`config.mk`:
```
export PLATFORM = sky130hd
export DESIGN_NAME = plt_cell
export DESIGN_NICKNAME = d
export VERILOG_FILES = /design/src/hdl/plt_pkg.sv /design/src/hdl/plt_cell.sv
export SDC_FILE = /design/constraint.sdc
export NUM_CORES = 1
export LEC_CHECK = 0
export ABC_AREA = 1
export ABC_CLOCK_PERIOD_IN_PS = 5700
export BUFFER_PORTS_ARGS = -buffer_cell sky130_fd_sc_hd__buf_2
export CORE_ASPECT_RATIO = 1.2
export CORE_UTILIZATION = 55
export DETAILED_ROUTE_END_ITERATION = 16
export HOLD_SLACK_MARGIN = 0.06
export MAX_ROUTING_LAYER = met4
export PLACE_DENSITY = 0.81
export SYNTH_ARGS = -nofsm -noshare
export SYNTH_HDL_FRONTEND = slang
export SYNTH_SLANG_ARGS = --single-unit
```
`constraint.sdc`:
```
create_clock -name i_clk -period 5.7 [get_ports i_clk]
set_input_delay 0.285 -clock i_clk [delete_from_list [all_inputs] [get_ports i_clk]]
set_output_delay 0.285 -clock i_clk [all_outputs]
set_load 0.01 [all_outputs]
```
`src/hdl/plt_pkg.sv`:
```
// shared types and constants for the palette learn and nearest match block
package plt_pkg;

    // command codes carried in tuser
    localparam logic CMD_LEARN = 1'b0;
    localparam logic CMD_MATCH = 1'b1;

    // field widths of a result
    localparam int unsigned DIST_W    = 10;
    localparam int unsigned IDX_OUT_W = 8;
    localparam int unsigned USED_OUT_W = 9;

    // starting best distance, 255 * 3
    localparam logic [DIST_W-1:0] DIST_START = 10'd765;

    typedef struct packed {
        logic [7:0] blue;
        logic [7:0] green;
        logic [7:0] red;
    } t_rgb;

    // control group that walks the cell row with an item
    typedef struct packed {
        logic valid;
        logic cmd;
        logic found;
    } t_ctrl;

    typedef struct packed {
        logic [USED_OUT_W-1:0] entries_used;
        logic                  dropped_full;
        logic                  already_present;
        logic [DIST_W-1:0]     best_distance;
        logic [IDX_OUT_W-1:0]  color_index;
    } t_result;

endpackage

```
`src/hdl/plt_cell.sv`:
```
// one palette cell: holds one color and updates the passing item
module plt_cell #(
    parameter int unsigned INDEX = 0,
    parameter int unsigned IW    = 8,
    parameter int unsigned CW    = 9
) (
    input  logic                       i_clk,
    input  logic                       i_rst_n,
    input  plt_pkg::t_ctrl             i_ctl,
    input  plt_pkg::t_rgb              i_rgb,
    input  logic [plt_pkg::DIST_W-1:0] i_best,
    input  logic [IW-1:0]              i_idx,
    input  logic [CW-1:0]              i_used,
    output plt_pkg::t_ctrl             o_ctl,
    output plt_pkg::t_rgb              o_rgb,
    output logic [plt_pkg::DIST_W-1:0] o_best,
    output logic [IW-1:0]              o_idx,
    output logic [CW-1:0]              o_used
);
    import plt_pkg::*;

    localparam logic [CW-1:0] K_SLOT = CW'(INDEX);
    localparam logic [IW-1:0] K_IDX  = IW'(INDEX);

    t_rgb              r_entry;
    t_ctrl             r_ctl;
    t_rgb              r_rgb;
    logic [DIST_W-1:0] r_best;
    logic [IW-1:0]     r_idx;
    logic [CW-1:0]     r_used;

    t_ctrl             n_ctl;
    logic [DIST_W-1:0] n_best;
    logic [IW-1:0]     n_idx;
    logic              s_write;
    logic              s_in_use;
    logic [7:0]        s_dr;
    logic [7:0]        s_dg;
    logic [7:0]        s_db;
    logic [DIST_W-1:0] s_dist;

    // manhattan distance to the held color
    always_comb begin
        s_dr   = (i_rgb.red > r_entry.red) ? (i_rgb.red - r_entry.red)
                                           : (r_entry.red - i_rgb.red);
        s_dg   = (i_rgb.green > r_entry.green) ? (i_rgb.green - r_entry.green)
                                               : (r_entry.green - i_rgb.green);
        s_db   = (i_rgb.blue > r_entry.blue) ? (i_rgb.blue - r_entry.blue)
                                             : (r_entry.blue - i_rgb.blue);
        s_dist = DIST_W'(s_dr) + DIST_W'(s_dg) + DIST_W'(s_db);
    end

    // update of the passing item
    always_comb begin
        s_in_use = K_SLOT < i_used;
        n_ctl    = i_ctl;
        n_best   = i_best;
        n_idx    = i_idx;
        s_write  = 1'b0;
        if (i_ctl.valid) begin
            if (i_ctl.cmd == CMD_MATCH) begin
                if (s_in_use && (s_dist < i_best)) begin
                    n_best = s_dist;
                    n_idx  = K_IDX;
                end
            end else begin
                if (s_in_use && !i_ctl.found && (r_entry == i_rgb)) begin
                    n_ctl.found = 1'b1;
                    n_idx       = K_IDX;
                end
                // first free slot, all used slots already checked
                if ((K_SLOT == i_used) && !i_ctl.found) begin
                    s_write = 1'b1;
                end
            end
        end
    end

    // item control flags: valid, cmd and found
    always_ff @(posedge i_clk) begin
        if (!i_rst_n) begin
            r_ctl <= '0;
        end else begin
            r_ctl <= n_ctl;
        end
    end

    // stored color and item payload
    always_ff @(posedge i_clk) begin
        if (s_write) begin
            r_entry <= i_rgb;
        end
        r_rgb  <= i_rgb;
        r_best <= n_best;
        r_idx  <= n_idx;
        r_used <= i_used;
    end

    assign o_ctl  = r_ctl;
    assign o_rgb  = r_rgb;
    assign o_best = r_best;
    assign o_idx  = r_idx;
    assign o_used = r_used;

endmodule

```
==> reports/results.txt, run 1 <==
outcome -> finished, final reports clean
Synth Warn # -> 0
Async S/R FF share, synth -> 0%
die height -> 111 um
critical path required time -> 5.93 ns
worst slack, placed -> 0.815 ns
fmax -> 0.210 GHz
Routed met2 length -> 5450 um
largest fanout on the critical path -> 11
first-pass GRT wire length -> 18700 um
CP delay by family, top -> adder cells
critical path endpoint category -> flop
DP HPWL -> 8930 um
Avg WL per Cell -> 11.1 um
Slew headroom -> 71.7%
Buf+Inv Stages, Crit Path -> 3
Num CTS Buffers -> 9
vias in the first global route -> 4532
Non-Filler Instances -> 1004
Clock Tree Buf Depth -> 2
mean area per synthesized cell -> 7.23 sq um
initial antenna violation count -> 0
worst slew pin tran -> 0.420 ns
CP max stage delay -> 0.48 ns
initial core utilization -> 57.0%
Reg clk slew, reported paths -> 0.06 ns
ant diodes -> 0
DRT Pass-1 Iters -> 4
Final nets -> 1008
die area -> 0.0103 sq mm
final wirelength -> 11100 um
latest clock arrival within the worst-skew pair -> 0.34 ns
number of placed cells counting well taps -> 980
synthesized cell area -> 0.00545 sq mm
I/O Pins -> 110
Final Hold Viols -> 0
Synth Flop Type -> dfxtp_1
#FFs+latches synth -> 78
clk root buf -> clkbuf_16
Startpoint Class -> flop
total clock sinks -> 78
Final WS setup -> 0.946 ns
core box area -> 0.00956 sq mm
WS Path Type -> flop to flop
post-route antenna net violation count -> 0
GRT Residual Overflow -> 0
cell type with the highest aggregate area in the netlist -> dfxtp_1
Syn Nets -> 886
GRT Util Overall -> 23.4%
most frequent CP cell -> nand2_1
Period Utilization, post-route -> 83.4%
CP Data Arrival Time -> 4.99 ns
Synth top area share -> 19.8%
Final min period -> 4.75 ns
met3 wire len -> 437 um
P per Cell Area -> 279 mW/mm^2
Max Used Layer -> met4
Hold Crit Class -> input port to flop
Syn Inst Count -> 754
area growth from synthesis to layout -> 19.1%
clk_skew -> 0.00790 ns
Hold WS -> 0.0730 ns
max-slew violations -> 0
RSZ-0062 raised after global routing -> false
Peak VDD IR -> 0.154 mV
DRC viols -> 0
Synth area leaders -> dfxtp_1, nand2_1, ha_1, edfxtp_1, inv_1
final setup fails -> 0
overall power -> 1.81 mW
Distinct cells, synth -> 29
routed via count -> 4744
Max-Cap Viols -> 0
Setup TNS Final -> 0 ns
fraction of layout cells with a size suffix above 1 -> 16.9%
Avg Vias per Cell -> 4.73
H-tree Lvls -> 3
critical path's slowest cell -> fa_1
CTS tree -> built
EDFF count, synth -> 24
register area share after synthesis -> 33.0%
RePlAce Congestion -> 0.939
setup repair bufs after CTS -> 0
row cnt -> 39
fin area -> 0.00649 sq mm
leak pwr -> 3.77 nW
largest net degree at the start of global routing -> 25
DP Area -> 0.00613 sq mm
die extent in x -> 92.9 um
wl on met1 -> 5030 um
initial DRC count -> 189
input/output buffers -> 109
Final Util -> 67.9%
## final cells by class
cell class / instances / area, sq um
Clock buffer: 9 / 225
Clock inverter: 7 / 62.6
Fill cell: 856 / 3070
Inverter: 166 / 623
Multi-Input combinational cell: 502 / 2990
Sequential cell: 78 / 1800
Tap cell: 123 / 154
Timing Repair Buffer: 119 / 641
## layer usage
metal | vias up | global-route usage (%)
met5 | - | -
met2 | 99 | 40.0
li1 | 2533 | -
met4 | 0 | 8.10
met3 | 17 | 4.94
met1 | 2095 | 26.8
## power by group
part / internal [mW] / switching (mW) / total [mW]
clock network: 0.304 / 0.242 / 0.547
logic: 0.252 / 0.384 / 0.636
registers: 0.617 / 0.00925 / 0.627
total: 1.17 / 0.635 / 1.81
## final timing paths
check / from / endpoint / slack, ns / depth (start not counted)
hold reg to reg: r_entry[0]$_DFFE_PP_ / o_ctl[0]$_SDFF_PN0_ / 1.02 / 5
hold / removal: i_rgb[15] / o_rgb[15]$_DFF_P_ / 0.07 / 1
setup reg to reg: r_entry[5]$_DFFE_PP_ / o_idx[5]$_DFF_P_ / 0.95 / 25
setup / recovery: r_entry[5]$_DFFE_PP_ / o_idx[5]$_DFF_P_ / 0.95 / 25
## layout by cell type, fill, tap and decap left out, types with 2 or more instances in the layout
cell type | synthesis | layout
a21oi_1 | 24 | 24
buf_2 | 6 | 109
buf_4 | 1 | 2
clkbuf_16 | 0 | 9
dfxtp_1 | 54 | 54
dlygate4sd3_1 | 0 | 8
edfxtp_1 | 24 | 24
fa_1 | 15 | 15
ha_1 | 61 | 61
inv_1 | 161 | 161
inv_2 | 5 | 5
inv_6 | 0 | 4
nand2_1 | 239 | 239
nand2_2 | 6 | 6
nand3_1 | 41 | 41
nand4_1 | 14 | 14
nor2_1 | 55 | 54
nor2_2 | 1 | 2
o21a_1 | 3 | 3
o21ai_0 | 9 | 9
o21ai_2 | 2 | 2
o21bai_1 | 2 | 2
or2_2 | 3 | 3
xnor2_1 | 3 | 3
xor2_1 | 18 | 18
## synthesized netlist by cell type (2+ instances only)
library cell,n
a21oi_1,24
buf_2,6
dfxtp_1,54
edfxtp_1,24
fa_1,15
ha_1,61
inv_1,161
inv_2,5
nand2_1,239
nand2_2,6
nand3_1,41
nand4_1,14
nor2_1,55
o21a_1,3
o21ai_0,9
o21ai_2,2
o21bai_1,2
or2_2,3
xnor2_1,3
xor2_1,18
## sequential cells by signal, summed over array words and instances, names as in the netlist
| signal | count |
|---|---|
| o_ctl | 3 |
| o_idx | 8 |
| o_rgb | 24 |
| o_best | 10 |
| o_used | 9 |
| r_entry | 24 |
## logic make-up (layout without fill, tap and decap cells)
logic type	after synthesis	after routing	synth area share, %
AOI/OAI and AO/OA	42	42	4.31
DFF	78	78	33.0
adders and majority gates	76	76	19.5
xor gates and xnor gates	21	21	3.37
buffers and inverters	174	301	12.2
and+or+nand+nor	363	363	27.6
## what timing repair did
action	CTS	global route
hold endpoints to repair	8	0
hold buffers	8	0
gates resized for setup	0	0
Note: power is estimated with default switching activity, not from simulation.
==> run 2: changes to the inputs <==
--- a/config.mk
+++ b/config.mk
@@ -6,7 +6,7 @@
 export NUM_CORES = 1
 export LEC_CHECK = 0
 export ABC_AREA = 1
-export ABC_CLOCK_PERIOD_IN_PS = 5700
+export ABC_CLOCK_PERIOD_IN_PS = 4500
 export BUFFER_PORTS_ARGS = -buffer_cell sky130_fd_sc_hd__buf_2
 export CORE_ASPECT_RATIO = 1.2
 export CORE_UTILIZATION = 55
==> constraint.sdc (replaced) <==
create_clock -name i_clk -period 4.5 [get_ports i_clk]
set_input_delay 0.225 -clock i_clk [delete_from_list [all_inputs] [get_ports i_clk]]
set_output_delay 0.225 -clock i_clk [all_outputs]
set_load 0.01 [all_outputs]
==> run 2 against run 1 <==
Effect of this change: global-route usage increased by 0.99 points; sequential share of layout area is 2.6 points lower; clock power increased by 27%; register-to-register slack lost 0.77 ns; die area is the same; wire length up 16%; utilization up 6.9 points; combinational power up 54%; clock-buffer cell count did not move; flip-flop and latch count unchanged; worst hold slack hardly changed; largest cell class unchanged; largest power group unchanged.
==> reports/results.txt, run 2 (same netlist as run 1, synthesis figures left out) <==
Slew headroom -> 76.2%
initial DRC count -> 294
routed via count -> 5172
Seq pwr share -> 32.2%
Net Sw Frac -> 36.0%
P per Cell Area -> 346 mW/mm^2
I/O Pins -> 110
post-route antenna net violation count -> 0
Reg clk slew, reported paths -> 0.07 ns
Num CTS Buffers -> 9
initial antenna violation count -> 0
Peak VDD IR -> 0.219 mV
die area -> 0.0103 sq mm
Multi-input gate area -> 0.00326 sq mm
fin area -> 0.00715 sq mm
critical path's slowest cell -> dlygate4sd3_1
Switch Pwr -> 891 uW
Max Used Layer -> met4
die height -> 111 um
row cnt -> 39
GRT Residual Overflow -> 0
register area -> 0.00180 sq mm
Max-Cap Viols -> 0
number of placed cells counting well taps -> 987
Final min period -> 4.38 ns
clock network power share -> 28.1%
Non-Filler Instances -> 1046
critical path required time -> 4.74 ns
outcome -> finished, final reports clean
leak pwr -> 3.96 nW
clk root buf -> clkbuf_16
RePlAce Congestion -> 0.950
first-pass GRT wire length -> 19700 um
critical path endpoint category -> flop
vias in the first global route -> 4786
most frequent cells in the layout -> nand2_1, inv_1, buf_2, dfxtp_1
Avg WL per Cell -> 12.4 um
H-tree Lvls -> 3
GRT Util Overall -> 24.3%
most common cell after layout, fill and taps aside -> nand2_1
Logic pwr share -> 39.7%
fmax -> 0.228 GHz
initial core utilization -> 57.0%
core box area -> 0.00956 sq mm
WS Path Type -> input port to flop
Clock Tree Buf Depth -> 2
Final nets -> 1050
HP Start -> i_rgb[9]
CP max stage delay -> 0.53 ns
Avg Vias per Cell -> 4.94
Final Hold Viols -> 0
DP Area -> 0.00618 sq mm
final setup fails -> 0
fraction of layout cells with a size suffix above 1 -> 23.3%
CP delay by family, top -> adder cells
Routed met2 length -> 6600 um
Hold Crit Class -> input port to flop
Hold WS -> 0.0725 ns
CP Data Arrival Time -> 4.62 ns
DP HPWL -> 9100 um
input/output buffers -> 109
fillers -> 703
met3 wire len -> 715 um
worst setup path startpoint -> i_rgb[15]
ant diodes -> 0
largest fanout on the critical path -> 8
Startpoint Class -> input port
largest net degree at the start of global routing -> 25
Setup TNS Final -> 0 ns
Period Utilization, post-route -> 97.4%
max-slew violations -> 0
clk_skew -> 0.00584 ns
die extent in x -> 92.9 um
Buf+Inv Stages, Crit Path -> 5
DRT Pass-1 Iters -> 11
wl on met1 -> 5300 um
reg-to-reg startpoint -> r_entry[12]$_DFFE_PP_
area growth from synthesis to layout -> 31.2%
worst slew pin tran -> 0.357 ns
CTS tree -> built
internal power -> 1.58 mW
total clock sinks -> 78
most frequent CP cell -> nand2_1
DRC viols -> 0
final wirelength -> 13000 um
latest clock arrival within the worst-skew pair -> 0.34 ns
## run 2: changes by cell type in the layout (fill, tap and decap cells not counted), moves of 5 or more
cell | previous run | this run
nor2_1 | 54 | 47
nand2_1 | 239 | 227
a21oi_2 | 0 | 6
buf_4 | 2 | 14
dlygate4sd3_1 | 8 | 31
ha_1 | 61 | 47
ha_4 | 0 | 10
a21oi_1 | 24 | 18
nand2_2 | 6 | 16
buf_6 | 0 | 5
## run 2: per-stage QoR
stage | total power, mW | setup slack [ns] | utilization (%)
2_1_floorplan | 1.40 | 0.435 | -
3_3_place_gp | 1.59 | -0.00233 | 64.6
3_5_place_dp | 1.61 | -0.114 | 64.6
4_1_cts | 2.33 | 0.00385 | 70.8
5_1_grt | 2.64 | -0.126 | 74.8
6_report | 2.48 | 0.119 | 74.8
## run 2: per-layer routing
layer	up-vias	track usage (%)
met2	177	43.1
met4	0	6.77
li1	2620	-
met3	32	4.94
met1	2343	27.5
met5	-	-
## run 2: cell type report
cell class	count	share of cell area, %
multi-input combinational	504	45.6
sequential	78	25.2
timing repair buffer	159	14.2
inverter	166	8.78
clock buffer	9	3.15
tap	123	2.15
clock inverter	7	0.875
## run 2: worst paths after layout
check	end	slack (ns)	cells past startpoint
worst min register to register	o_ctl[0]$_SDFF_PN0_	1.06	5
worst max register to register	o_idx[2]$_DFF_P_	0.18	24
worst max-delay path	o_idx[2]$_DFF_P_	0.12	26
worst min-delay path	o_rgb[9]$_DFF_P_	0.07	1
## run 2: power groups by stage
stage / Clock (mW) / Sequential, mW / Combinational [mW]
6_report: 0.696 / 0.796 / 0.982
5_1_grt: 0.745 / 0.801 / 1.10
4_1_cts: 0.712 / 0.797 / 0.824
3_5_place_dp: 0 / 0.812 / 0.796
3_3_place_gp: 0 / 0.808 / 0.779
2_1_floorplan: 0 / 0.844 / 0.553
## run 2: what timing repair did
action,CTS,global route
gates cloned,0,3
setup buffers,0,9
setup endpoints to repair,18,18
endpoints found under the hold margin,30,1
gates resized for setup,1,69
hold buffers,30,1
pin swaps,0,19
==> run 3: changes to the inputs <==
--- a/config.mk
+++ b/config.mk
@@ -12,7 +12,6 @@
 export CORE_UTILIZATION = 55
 export DETAILED_ROUTE_END_ITERATION = 16
 export HOLD_SLACK_MARGIN = 0.06
-export MAX_ROUTING_LAYER = met4
 export PLACE_DENSITY = 0.81
 export SYNTH_ARGS = -nofsm -noshare
 export SYNTH_HDL_FRONTEND = slang
==> run 3 against run 2 <==
Effect of this change: register-to-register slack improved by 0.04 ns; final cell count fell by 0.57%; sequential power barely moved; worst setup slack improved by 0.039 ns; wire length rose by 2.6%; critical path type unchanged; critical endpoint is now o_idx[6]$_DFF_P_; highest routed layer unchanged.
==> reports/results.txt, run 3 (same netlist as run 1, synthesis figures left out) <==
outcome -> finished, final reports clean
die extent in x -> 92.9 um
WS Path Type -> input port to flop
Routed met2 length -> 6680 um
P per Cell Area -> 341 mW/mm^2
initial core utilization -> 57.0%
die area -> 0.0103 sq mm
number of placed cells counting well taps -> 987
Hold WS -> 0.0683 ns
Startpoint Class -> input port
initial DRC count -> 256
RePlAce Congestion -> 0.944
H-tree Lvls -> 3
Final WS setup -> 0.158 ns
vias in the first global route -> 4829
largest fanout on the critical path -> 8
Final Util -> 75.5%
Final Hold Viols -> 0
core box area -> 0.00956 sq mm
final setup fails -> 0
clk_skew -> 0.00885 ns
Peak VDD IR -> 0.219 mV
largest net degree at the start of global routing -> 25
Max Used Layer -> met4
GRT Residual Overflow -> 0
latest clock arrival within the worst-skew pair -> 0.35 ns
Avg Vias per Cell -> 4.99
worst slack, placed -> -0.0456 ns
wl on met1 -> 5410 um
Clock Tree Buf Depth -> 2
worst slew pin tran -> 0.370 ns
fmax -> 0.230 GHz
I/O Pins -> 110
critical path's slowest cell -> dlygate4sd3_1
most common cell after layout, fill and taps aside -> nand2_1
Slew headroom -> 75.4%
CTS tree -> built
post-route antenna net violation count -> 0
Max-Cap Viols -> 0
Final nets -> 1044
final wirelength -> 13300 um
Hold Crit Class -> input port to flop
DP HPWL -> 8940 um
row cnt -> 39
input/output buffers -> 109
most frequent cells in the layout -> nand2_1, inv_1, buf_2, dfxtp_1, nor2_1
Setup TNS Final -> 0 ns
critical path required time -> 4.74 ns
Non-Filler Instances -> 1040
Final min period -> 4.34 ns
Num CTS Buffers -> 9
first-pass GRT wire length -> 20300 um
CP max stage delay -> 0.55 ns
clk root buf -> clkbuf_16
CP Data Arrival Time -> 4.58 ns
max-slew violations -> 0
Reg clk slew, reported paths -> 0.07 ns
Period Utilization, post-route -> 96.5%
DRT Pass-1 Iters -> 5
area growth from synthesis to layout -> 32.4%
critical path endpoint category -> flop
die height -> 111 um
fraction of layout cells with a size suffix above 1 -> 24.5%
DRC viols -> 0
initial antenna violation count -> 0
most frequent CP cell -> nand2_1
ant diodes -> 0
Avg WL per Cell -> 12.8 um
routed via count -> 5190
GRT Util Overall -> 24.7%
leak pwr -> 3.95 nW
total clock sinks -> 78
met3 wire len -> 738 um
run 3: power breakdown:
group,internal [mW],total (mW),switching [mW]
Combinational,0.414,0.970,0.557
Sequential,0.782,0.796,0.0132
Clock,0.386,0.700,0.314
Total,1.58,2.47,0.884
run 3: worst paths after layout:
path | startpoint | endpoint | slack [ns] | cells after the start
worst min-delay path | i_rgb[9] | o_rgb[9]$_DFF_P_ | 0.07 | 1
worst max-delay path | i_rgb[2] | o_idx[6]$_DFF_P_ | 0.16 | 32
worst min register to register | r_entry[0]$_DFFE_PP_ | o_ctl[0]$_SDFF_PN0_ | 1.02 | 5
worst max register to register | r_entry[16]$_DFFE_PP_ | o_idx[6]$_DFF_P_ | 0.22 | 32
run 3: timing repair:
action / in CTS / in global routing
hold endpoints to repair: 30 / 0
hold buffers: 30 / 0
pin swaps: 0 / 21
endpoints found under the setup margin: 8 / 18
gates cloned: 0 / 4
gates resized for setup: 1 / 91
buffers inserted: 0 / 5
run 3: area by class of cell:
class,count,area [sq um]
inverter,166,628
tap,123,154
timing repair buffer,152,976
clock inverter,7,62.6
sequential,78,1800
multi-input combinational,505,3370
fill,686,2340
clock buffer,9,225
run 3: stage by stage:
stage | instance area, sq um | total power [mW]
after CTS | 6770 | 2.33
final | 7220 | 2.47
after floorplan | 5450 | 1.40
after global placement | 6180 | 1.59
after global routing | 7220 | 2.64
after detailed placement | 6180 | 1.61
run 3: routing by layer:
metal | up-vias | GRT usage (%)
met5 | - | 0
met4 | 0 | 12.1
met3 | 40 | 3.84
met2 | 191 | 43.4
met1 | 2345 | 28.9
li1 | 2614 | -
run 3: critical path: cells and delay by family:
kind                       cells  cell delay (ns)
xor gates and xnor gates       1             0.19
adders and majority gates      4             1.28
buffers and inverters          8             1.18
and+or+nand+nor               19             1.68
